===== config.mk =====
export PLATFORM = sky130hd
export DESIGN_NAME = lsb_stego_message_extractor_top_flat
export DESIGN_NICKNAME = d
export VERILOG_FILES = /design/src/lsme_pkg.sv /design/src/lsme_if.sv /design/src/lsb_stego_message_extractor_top.sv /design/src/flat_wrapper.sv
export VERILOG_INCLUDE_DIRS = /design/src /design/src/src
export SDC_FILE = /design/constraint.sdc
export NUM_CORES = 1
export LEC_CHECK = 0
export BUFFER_PORTS_ARGS = -buffer_cell sky130_fd_sc_hd__buf_4
export CAP_MARGIN = 20
export CORE_ASPECT_RATIO = 1.1
export CORE_MARGIN = 3
export CORE_UTILIZATION = 64
export DETAILED_ROUTE_END_ITERATION = 10
export PLACE_DENSITY = 0.95
export REMOVE_ABC_BUFFERS = 1
export SLEW_MARGIN = 20
export SYNTH_ARGS = -nofsm -noshare
export SYNTH_HDL_FRONTEND = slang
export SYNTH_SLANG_ARGS = --single-unit

===== constraint.sdc =====
create_clock -name clock -period 11.4 [get_ports clock]
set_input_delay 1.14 -clock clock [delete_from_list [all_inputs] [get_ports clock]]
set_output_delay 1.14 -clock clock [all_outputs]
set_load 0.02 [all_outputs]

===== src/lsb_stego_message_extractor_top_defines.svh =====
// assertion macros for the lsb stego message extractor
`ifndef LSB_STEGO_MESSAGE_EXTRACTOR_TOP_DEFINES_SVH
`define LSB_STEGO_MESSAGE_EXTRACTOR_TOP_DEFINES_SVH

`ifndef SYNTH
`define LSME_ASSERT_IMPL(label, ante, cons) \
   label: assert property (@(posedge clock) disable iff (reset) (ante) |-> (cons)) \
      else $error("lsme assertion failed");
`define LSME_ASSERT_NEXT(label, ante, cons) \
   label: assert property (@(posedge clock) disable iff (reset) (ante) |=> (cons)) \
      else $error("lsme assertion failed");
`else
`define LSME_ASSERT_IMPL(label, ante, cons)
`define LSME_ASSERT_NEXT(label, ante, cons)
`endif

`endif


===== src/lsme_pkg.sv =====
// types, codes and helpers shared by the lsb stego message extractor
package lsme_pkg;

   typedef enum logic [2:0] {
      PH_HEADER,
      PH_MLEN,
      PH_MCHARS,
      PH_TLEN,
      PH_TEXT,
      PH_DONE
   } phase_type;

   typedef enum logic [1:0] {
      KIND_BYTE,
      KIND_ACCEPT,
      KIND_REJECT,
      KIND_EMPTY
   } kind_type;

   typedef enum logic [1:0] {
      CSR_HEADER_SKIP,
      CSR_MAGIC_LENGTH,
      CSR_MAGIC_WORD
   } csr_index_type;

   typedef struct packed {
      phase_type  phase;
      logic [7:0] header_count;
      logic [2:0] bit_count;
      logic [7:0] shift_byte;
      logic [7:0] found_len;
      logic [7:0] char_count;
      logic       magic_ok;
      logic [7:0] msg_len;
   } parser_type;

   localparam parser_type PARSER_CLEAR = '{
      phase:        PH_HEADER,
      header_count: 8'd0,
      bit_count:    3'd0,
      shift_byte:   8'd0,
      found_len:    8'd0,
      char_count:   8'd0,
      magic_ok:     1'b1,
      msg_len:      8'd0
   };

   localparam logic [7:0]  HEADER_SKIP_RESET  = 8'd54;
   localparam logic [1:0]  MAGIC_LENGTH_RESET = 2'd2;
   localparam logic [15:0] MAGIC_WORD_RESET   = 16'h232A;

   function automatic logic [7:0] expected_char(input logic [7:0] idx,
                                                input logic [15:0] word);
      logic [7:0] ch;
      begin
         ch = 8'd0;
         if (idx == 8'd0) begin
            ch = word[15:8];
         end else if (idx == 8'd1) begin
            ch = word[7:0];
         end
         return ch;
      end
   endfunction

endpackage


===== src/lsme_if.sv =====
// request and response channel interfaces

interface lsme_req_if;
   logic       valid;
   logic       ready;
   logic [7:0] cover_byte;
   logic       file_start;

   modport source(output valid, output cover_byte, output file_start, input ready);
   modport sink(input valid, input cover_byte, input file_start, output ready);
endinterface

interface lsme_rsp_if;
   import lsme_pkg::*;

   logic       valid;
   logic       ready;
   logic [7:0] out_byte;
   kind_type   kind;
   logic       last;

   modport source(output valid, output out_byte, output kind, output last, input ready);
   modport sink(input valid, input out_byte, input kind, input last, output ready);
endinterface


===== src/lsb_stego_message_extractor_top.sv =====
// lsb stego message extractor: cover byte stream in, hidden message results out
//
// Takes one cover byte per clock, sustained, while the response side keeps up. A
// transaction is captured in an input register, then decoded by the frame parser,
// and its result, if any, is written to the result register. The result register
// frees the request side: a new cover byte is taken while a finished result still
// waits, and the flow stalls only when a result must be written while the register
// is still full. file_start restarts the parser on its byte. Configuration writes
// apply from the next cycle and are meant for idle periods.
`include "lsb_stego_message_extractor_top_defines.svh"

module lsb_stego_message_extractor_top (
   input  logic              clock,
   input  logic              reset,
   lsme_req_if.sink          req_chan,
   lsme_rsp_if.source        rsp_chan,
   input  logic              csr_we,
   input  logic [1:0]        csr_index,
   input  logic [15:0]       csr_wdata
);
   import lsme_pkg::*;

   logic [7:0]  header_skip_ff;
   logic [1:0]  magic_length_ff;
   logic [15:0] magic_word_ff;

   logic        in_valid_ff;
   logic        in_valid_in;
   logic [7:0]  in_byte_ff;
   logic        in_start_ff;

   parser_type  parser_ff;
   parser_type  parser_in;
   parser_type  eff;

   logic        rsp_valid_ff;
   logic        rsp_valid_in;
   logic [7:0]  rsp_byte_ff;
   kind_type    rsp_kind_ff;
   logic        rsp_last_ff;

   logic        has_result;
   logic [7:0]  res_byte;
   kind_type    res_kind;
   logic        res_last;

   logic        rsp_free;
   logic        step;
   logic        req_take;
   logic        skipping;
   logic        byte_done;
   phase_type   work_phase;
   logic [7:0]  sh;
   logic [7:0]  char_next;
   logic        match_ok;
   logic        mchars_ok;

   // handshake
   assign rsp_free       = !rsp_valid_ff || rsp_chan.ready;
   assign step           = in_valid_ff && (!has_result || rsp_free);
   assign req_chan.ready = !in_valid_ff || step;
   assign req_take       = req_chan.valid && req_chan.ready;

   assign in_valid_in  = req_take || (in_valid_ff && !step);
   assign rsp_valid_in = (step && has_result) || (rsp_valid_ff && !rsp_chan.ready);

   assign rsp_chan.valid    = rsp_valid_ff;
   assign rsp_chan.out_byte = rsp_byte_ff;
   assign rsp_chan.kind     = rsp_kind_ff;
   assign rsp_chan.last     = rsp_last_ff;

   // parser view after a file start
   always_comb begin
      if (in_start_ff) begin
         eff = PARSER_CLEAR;
      end else begin
         eff = parser_ff;
      end
   end

   assign skipping   = (eff.phase == PH_HEADER) && (eff.header_count < header_skip_ff);
   assign work_phase = (eff.phase == PH_HEADER) ? PH_MLEN : eff.phase;
   assign sh         = {eff.shift_byte[6:0], in_byte_ff[0]};
   assign byte_done  = (eff.phase != PH_DONE) && !skipping && (eff.bit_count == 3'd7);
   assign char_next  = eff.char_count + 8'd1;
   assign match_ok   = eff.magic_ok && (sh == expected_char(eff.char_count, magic_word_ff));
   assign mchars_ok  = match_ok && (eff.found_len == {6'd0, magic_length_ff});

   // next parser state
   always_comb begin
      parser_in = eff;
      if (eff.phase == PH_DONE) begin
         parser_in = eff;
      end else if (skipping) begin
         parser_in.header_count = eff.header_count + 8'd1;
      end else if (!byte_done) begin
         parser_in.phase      = work_phase;
         parser_in.shift_byte = sh;
         parser_in.bit_count  = eff.bit_count + 3'd1;
      end else begin
         parser_in.bit_count  = 3'd0;
         parser_in.shift_byte = 8'd0;
         case (work_phase)
            PH_MLEN: begin
               parser_in.found_len  = sh;
               parser_in.char_count = 8'd0;
               parser_in.magic_ok   = 1'b1;
               if (sh == 8'd0) begin
                  parser_in.phase = (magic_length_ff == 2'd0) ? PH_TLEN : PH_DONE;
               end else begin
                  parser_in.phase = PH_MCHARS;
               end
            end
            PH_MCHARS: begin
               parser_in.magic_ok   = match_ok;
               parser_in.char_count = char_next;
               if (char_next == eff.found_len) begin
                  parser_in.phase = mchars_ok ? PH_TLEN : PH_DONE;
               end else begin
                  parser_in.phase = PH_MCHARS;
               end
            end
            PH_TLEN: begin
               parser_in.msg_len    = sh;
               parser_in.char_count = 8'd0;
               parser_in.phase      = (sh == 8'd0) ? PH_DONE : PH_TEXT;
            end
            PH_TEXT: begin
               parser_in.char_count = char_next;
               parser_in.phase      = (char_next == eff.msg_len) ? PH_DONE : PH_TEXT;
            end
            default: begin
               parser_in.phase = PH_DONE;
            end
         endcase
      end
   end

   // result of the current transaction
   always_comb begin
      has_result = 1'b0;
      res_byte   = 8'd0;
      res_kind   = KIND_BYTE;
      res_last   = 1'b0;
      if (byte_done) begin
         case (work_phase)
            PH_MLEN: begin
               if (sh == 8'd0) begin
                  has_result = 1'b1;
                  res_kind   = (magic_length_ff == 2'd0) ? KIND_ACCEPT : KIND_REJECT;
                  res_last   = (magic_length_ff != 2'd0);
               end
            end
            PH_MCHARS: begin
               if (char_next == eff.found_len) begin
                  has_result = 1'b1;
                  res_kind   = mchars_ok ? KIND_ACCEPT : KIND_REJECT;
                  res_last   = !mchars_ok;
               end
            end
            PH_TLEN: begin
               if (sh == 8'd0) begin
                  has_result = 1'b1;
                  res_kind   = KIND_EMPTY;
                  res_last   = 1'b1;
               end
            end
            PH_TEXT: begin
               has_result = 1'b1;
               res_byte   = sh;
               res_kind   = KIND_BYTE;
               res_last   = (char_next == eff.msg_len);
            end
            default: begin
               has_result = 1'b0;
            end
         endcase
      end
   end

   // control registers
   always_ff @(posedge clock) begin
      if (reset) begin
         in_valid_ff  <= 1'b0;
         rsp_valid_ff <= 1'b0;
         parser_ff    <= PARSER_CLEAR;
      end else begin
         in_valid_ff  <= in_valid_in;
         rsp_valid_ff <= rsp_valid_in;
         if (step) begin
            parser_ff <= parser_in;
         end
      end
   end

   // configuration registers
   always_ff @(posedge clock) begin
      if (reset) begin
         header_skip_ff  <= HEADER_SKIP_RESET;
         magic_length_ff <= MAGIC_LENGTH_RESET;
         magic_word_ff   <= MAGIC_WORD_RESET;
      end else if (csr_we) begin
         case (csr_index)
            CSR_HEADER_SKIP: begin
               header_skip_ff <= csr_wdata[7:0];
            end
            CSR_MAGIC_LENGTH: begin
               magic_length_ff <= csr_wdata[1:0];
            end
            CSR_MAGIC_WORD: begin
               magic_word_ff <= csr_wdata;
            end
            default: begin
               magic_word_ff <= magic_word_ff;
            end
         endcase
      end
   end

   // payload registers
   always_ff @(posedge clock) begin
      if (req_take) begin
         in_byte_ff  <= req_chan.cover_byte;
         in_start_ff <= req_chan.file_start;
      end
      if (step && has_result) begin
         rsp_byte_ff <= res_byte;
         rsp_kind_ff <= res_kind;
         rsp_last_ff <= res_last;
      end
   end

   `LSME_ASSERT_IMPL(a_last_ends_file, step && has_result && res_last, parser_in.phase == PH_DONE)
   `LSME_ASSERT_IMPL(a_done_is_quiet, in_valid_ff && !in_start_ff && parser_ff.phase == PH_DONE, !has_result)
   `LSME_ASSERT_NEXT(a_blocked_holds, in_valid_ff && has_result && !rsp_free, $stable(parser_ff))
   `LSME_ASSERT_IMPL(a_accept_to_tlen, step && has_result && res_kind == KIND_ACCEPT, parser_in.phase == PH_TLEN)

endmodule


===== src/flat_wrapper.sv =====
// flat-port wrapper written by rule: the top's interface ports become plain ports
module lsb_stego_message_extractor_top_flat import lsme_pkg::*;
  (clock, reset, csr_we, csr_index, csr_wdata, req_chan_valid, req_chan_cover_byte, req_chan_file_start, req_chan_ready, rsp_chan_valid, rsp_chan_out_byte, rsp_chan_kind, rsp_chan_last, rsp_chan_ready);
  lsme_req_if req_chan_i ();
  lsme_rsp_if rsp_chan_i ();
  input  logic clock;
  input  logic reset;
  input  logic csr_we;
  input  logic [1:0] csr_index;
  input  logic [15:0] csr_wdata;
  input wire logic [$bits(req_chan_i.valid)-1:0] req_chan_valid;
  input wire logic [$bits(req_chan_i.cover_byte)-1:0] req_chan_cover_byte;
  input wire logic [$bits(req_chan_i.file_start)-1:0] req_chan_file_start;
  output wire logic [$bits(req_chan_i.ready)-1:0] req_chan_ready;
  output wire logic [$bits(rsp_chan_i.valid)-1:0] rsp_chan_valid;
  output wire logic [$bits(rsp_chan_i.out_byte)-1:0] rsp_chan_out_byte;
  output wire logic [$bits(rsp_chan_i.kind)-1:0] rsp_chan_kind;
  output wire logic [$bits(rsp_chan_i.last)-1:0] rsp_chan_last;
  input wire logic [$bits(rsp_chan_i.ready)-1:0] rsp_chan_ready;
  assign req_chan_i.valid = req_chan_valid;
  assign req_chan_i.cover_byte = req_chan_cover_byte;
  assign req_chan_i.file_start = req_chan_file_start;
  assign req_chan_ready = req_chan_i.ready;
  assign rsp_chan_valid = rsp_chan_i.valid;
  assign rsp_chan_out_byte = rsp_chan_i.out_byte;
  assign rsp_chan_kind = rsp_chan_i.kind;
  assign rsp_chan_last = rsp_chan_i.last;
  assign rsp_chan_i.ready = rsp_chan_ready;
  lsb_stego_message_extractor_top u_core (.clock(clock), .reset(reset), .req_chan(req_chan_i), .rsp_chan(rsp_chan_i), .csr_we(csr_we), .csr_index(csr_index), .csr_wdata(csr_wdata));
endmodule

==> run_results.csv <==
group,metric,value,unit
synthesis,netlist_area,0.00490,mm²
cts,post_cts.repair.setup_buffers,0,
cts,root_buffer,"clkbuf_8",
detailed_routing,drc,0,
cts,htreeDepth,3,
synthesis,synth_cell_types,72,
setup_path,worst-endpoint-required,10.26,ns
layout,nets,631,
global_routing,grt_pass1_wl,20700,µm
floorplan,initial_utilization,68.0,%
pwr,ir_worst_vdd,0.0585,mV
synthesis,yosysSeqAreaShare,38.2,%
detailed_routing,viasPerCell,6.77,
detailed_routing,num_vias,4576,
pwr,powerDensity,108,mW/mm²
synthesis,avgSynthCellArea,8.62,µm²
floorplan,core_area,0.00721,mm²
timing,finalSetupViolCount,0,
global_routing,antenna_found_initial,0,
layout,fillerInstances,538,
floorplan,num_rows,32,
detailed_routing,dr.pass1.iters,7,
setup_path,crit_type,"flop to primary output",
timing,fin_tns_setup,0,ns
layout,final_area,0.00533,mm²
placed_design,dpl.hpwl,8810,µm
floorplan,pin_count,45,
synthesis,synth_flop_cell,"dfxtp_1",
synthesis,yosysWarnings,0,
floorplan,die_y,97.8,µm
global_routing,grt_pass1_vias,4293,
setup_path,cp_slowest_cell,"a2111oi_4",
detailed_routing,drtIter0Drc,528,
setup_path,end_kind,"primary output",
layout,seq_area,0.00187,mm²
global_routing,track_usage,29.7,%
run_status,status,"finished, final reports clean",
synthesis,async_flop_share,0,%
timing,fmax,201,MHz
cts,cts_resized,0,
setup_path,worstPathMaxFanout,53,
cts,cts_buffers,9,
cts,path_clk_slew,0.09,ns
timing,hold_violations,0,
synthesis,syn-instance-count,569,
layout,multi_input_area,0.00278,mm²
cts,cts_max_path_buffers,2,
placed_design,placed_cell_area,0.00515,mm²
placed_design,io_buffers,37,
layout,final_core_util,73.9,%
detailed_routing,antenna_left,0,
timing,finalCritPeriodShare,43.7,%
timing,final.min_clock_period,4.98,ns
setup_path,cp.arrival,3.84,ns
layout,drive_gt1_share,12.2,%
synthesis,synth-edff-count,13,
layout,syn2layout_area_growth,8.65,%
layout,n_antenna_cell,0,
cts,hold_buffers,0,
timing,slew_headroom,35.9,%
detailed_routing,wl,12600,µm
floorplan,dieWidth,89.4,µm
worst_hold_path,hp-class,"flop to flop",
cts,tritoncts,"built",
timing,fin_skew,0.00717,ns
synthesis,ys_ff_latch,87,
setup_path,critical-path-max-stage-delay,0.46,ns
placed_design,finalWeightedCongestion,1.04,
flow_run,drv_cap,0,
global_routing,grt-ovfl-total,0,
timing,worst_pin_slew,0.952,ns
global_routing,grt_max_degree,61,
setup_path,critPathLaunchType,"flop",
cts,clock_latency,0.35,ns
cts,cts.sinks,87,
setup_path,cp_cell_sequence,"buf_4 > inv_1 > nand2_1 > inv_1 > ha_1 > nand3_1 > o21ai_0 > nand2_1 > a2111oi_4 > a31oi_4 > nor2_1 > nand3_1 > buf_4",
timing,fin_hold_ws,0.468,ns
detailed_routing,wl_per_cell,18.6,µm
floorplan,dieArea,0.00875,mm²
pwr,leakagePower,2.04,nW
timing,slew_violations,0,
timing,grt_setup_unrepaired,"false",
==> registers in the layout (all words and copies together), names as in the netlist, 2 cells and up <==
| register | count |
|---|---|
| u_core.magic_word_ff | 16 |
| u_core.header_skip_ff | 8 |
| u_core.rsp_chan.kind | 2 |
| u_core.rsp_chan.out_byte | 8 |
| u_core.magic_length_ff | 2 |
| u_core.parser_ff | 46 |
==> per-stage QoR <==
step	std cells	setup WS, ns	power [mW]
3_3_place_gp	661	6.95	0.381
5_1_grt	676	6.17	0.596
6_report	676	6.42	0.575
3_5_place_dp	661	6.89	0.383
4_1_cts	676	6.51	0.573
2_1_floorplan	534	6.86	0.360
==> power by group <==
part | switching (mW) | internal, mW | leakage, nW
combinational | 0.0344 | 0.0212 | 1.23
sequential | 0.00550 | 0.316 | 0.719
clock | 0.107 | 0.0911 | 0.0917
==> cell usage after synthesis, drive strengths merged (3+ instances only) <==
master,count,area share (%)
nor3b,6,1.0
a32oi,3,0.54
a211oi,5,0.77
inv,22,1.7
and3,3,0.38
a32o,3,0.61
nand2,52,4.0
xor2,11,2.0
a211o,6,1.1
nand2b,11,1.4
or2,3,0.38
nor2,56,4.3
nor4,7,1.0
nand4,3,0.38
a21o,3,0.46
nor3,14,1.4
o31ai,3,0.74
nor2b,14,1.8
and3b,3,0.54
xnor2,16,2.9
a221oi,5,0.89
dfxtp,74,30
or4,7,1.1
a21oi,47,5.3
edfxtp,13,8.0
a22o,14,2.5
o21ai,25,2.6
buf,12,1.7
nand3,17,1.7
o2bb2ai,10,1.8
nand3b,13,2.2
o22ai,4,0.51
mux2i,4,0.82
clkbuf,23,1.8
a31oi,9,1.5
ha,12,3.1
or3,6,0.77
nor4b,4,1.1
==> area by class of cell <==
type / count / share of cell area, %
multi-input combinational: 425 / 52.1
tap: 85 / 2.00
clock buffer: 12 / 2.94
sequential: 87 / 35.1
clock inverter: 3 / 0.305
inverter: 22 / 1.55
timing repair buffer: 42 / 5.92
==> placed cells by master, fill, tap and decap left out, types with 6 or more instances in the layout <==
cell type  netlist  final
a211o_1          6      6
a21oi_1         44     44
a22o_1          14     14
a31oi_1          8      8
buf_4            4     42
clkbuf_8         0      9
dfxtp_1         74     74
edfxtp_1        13     13
ha_1            12     12
inv_1           22     22
nand2_1         52     52
nand2b_1        11     11
nand3_1         17     17
nand3b_1        12     12
nor2_1          56     56
nor2b_1         14     14
nor3_1          14     14
nor4_1           6      6
o21ai_0         24     24
o2bb2ai_1       10     10
or3_1            6      6
or4_1            7      7
xnor2_1         16     16
xor2_1          11     11
==> per-layer routing <==
layer | vias to the layer above | share of wire (%) | GRT usage (%)
li1 | 2114 | - | -
met1 | 2150 | 41 | 39.9
met2 | 264 | 48 | 46.7
met3 | 48 | 8.1 | 4.47
met4 | 0 | 3.4 | 13.1
met5 | - | 0 | 0
==> worst max-delay path, delay by kind of cell (launching register included) <==
kind / cells / cell delay (ns)
fa+ha+maj: 1 / 0.28
simple gates: 5 / 0.95
buf+inv: 4 / 0.97
compound gates: 3 / 0.91
flops: 1 / 0.37
==> path summary, 6_finish.rpt <==
path | startpoint | to | slack (ns) | cells past startpoint
max | u_core.in_start_ff$_DFFE_PP_ | req_chan_ready | 6.42 | 13
min reg2reg | u_core.parser_ff[8]$_SDFFE_PP1P_ | u_core.parser_ff[8]$_SDFFE_PP1P_ | 0.47 | 2
max reg2reg | u_core.in_start_ff$_DFFE_PP_ | u_core.parser_ff[28]$_SDFFE_PP0P_ | 7.09 | 14
min | u_core.parser_ff[8]$_SDFFE_PP1P_ | u_core.parser_ff[8]$_SDFFE_PP1P_ | 0.47 | 2
==> logic make-up (layout without fill, tap and decap cells) <==
family,after synthesis,in the layout,share of synthesized area [%]
adders and majority gates,12,12,3.06
and+or+nand+nor,226,226,24.8
AOI/OAI and AO/OA,156,156,23.2
DFF,87,87,38.2
muxes,4,4,0.817
buffers and inverters,57,79,5.16
xor gates and xnor gates,27,27,4.82
Power figures use the tool's default switching activity.
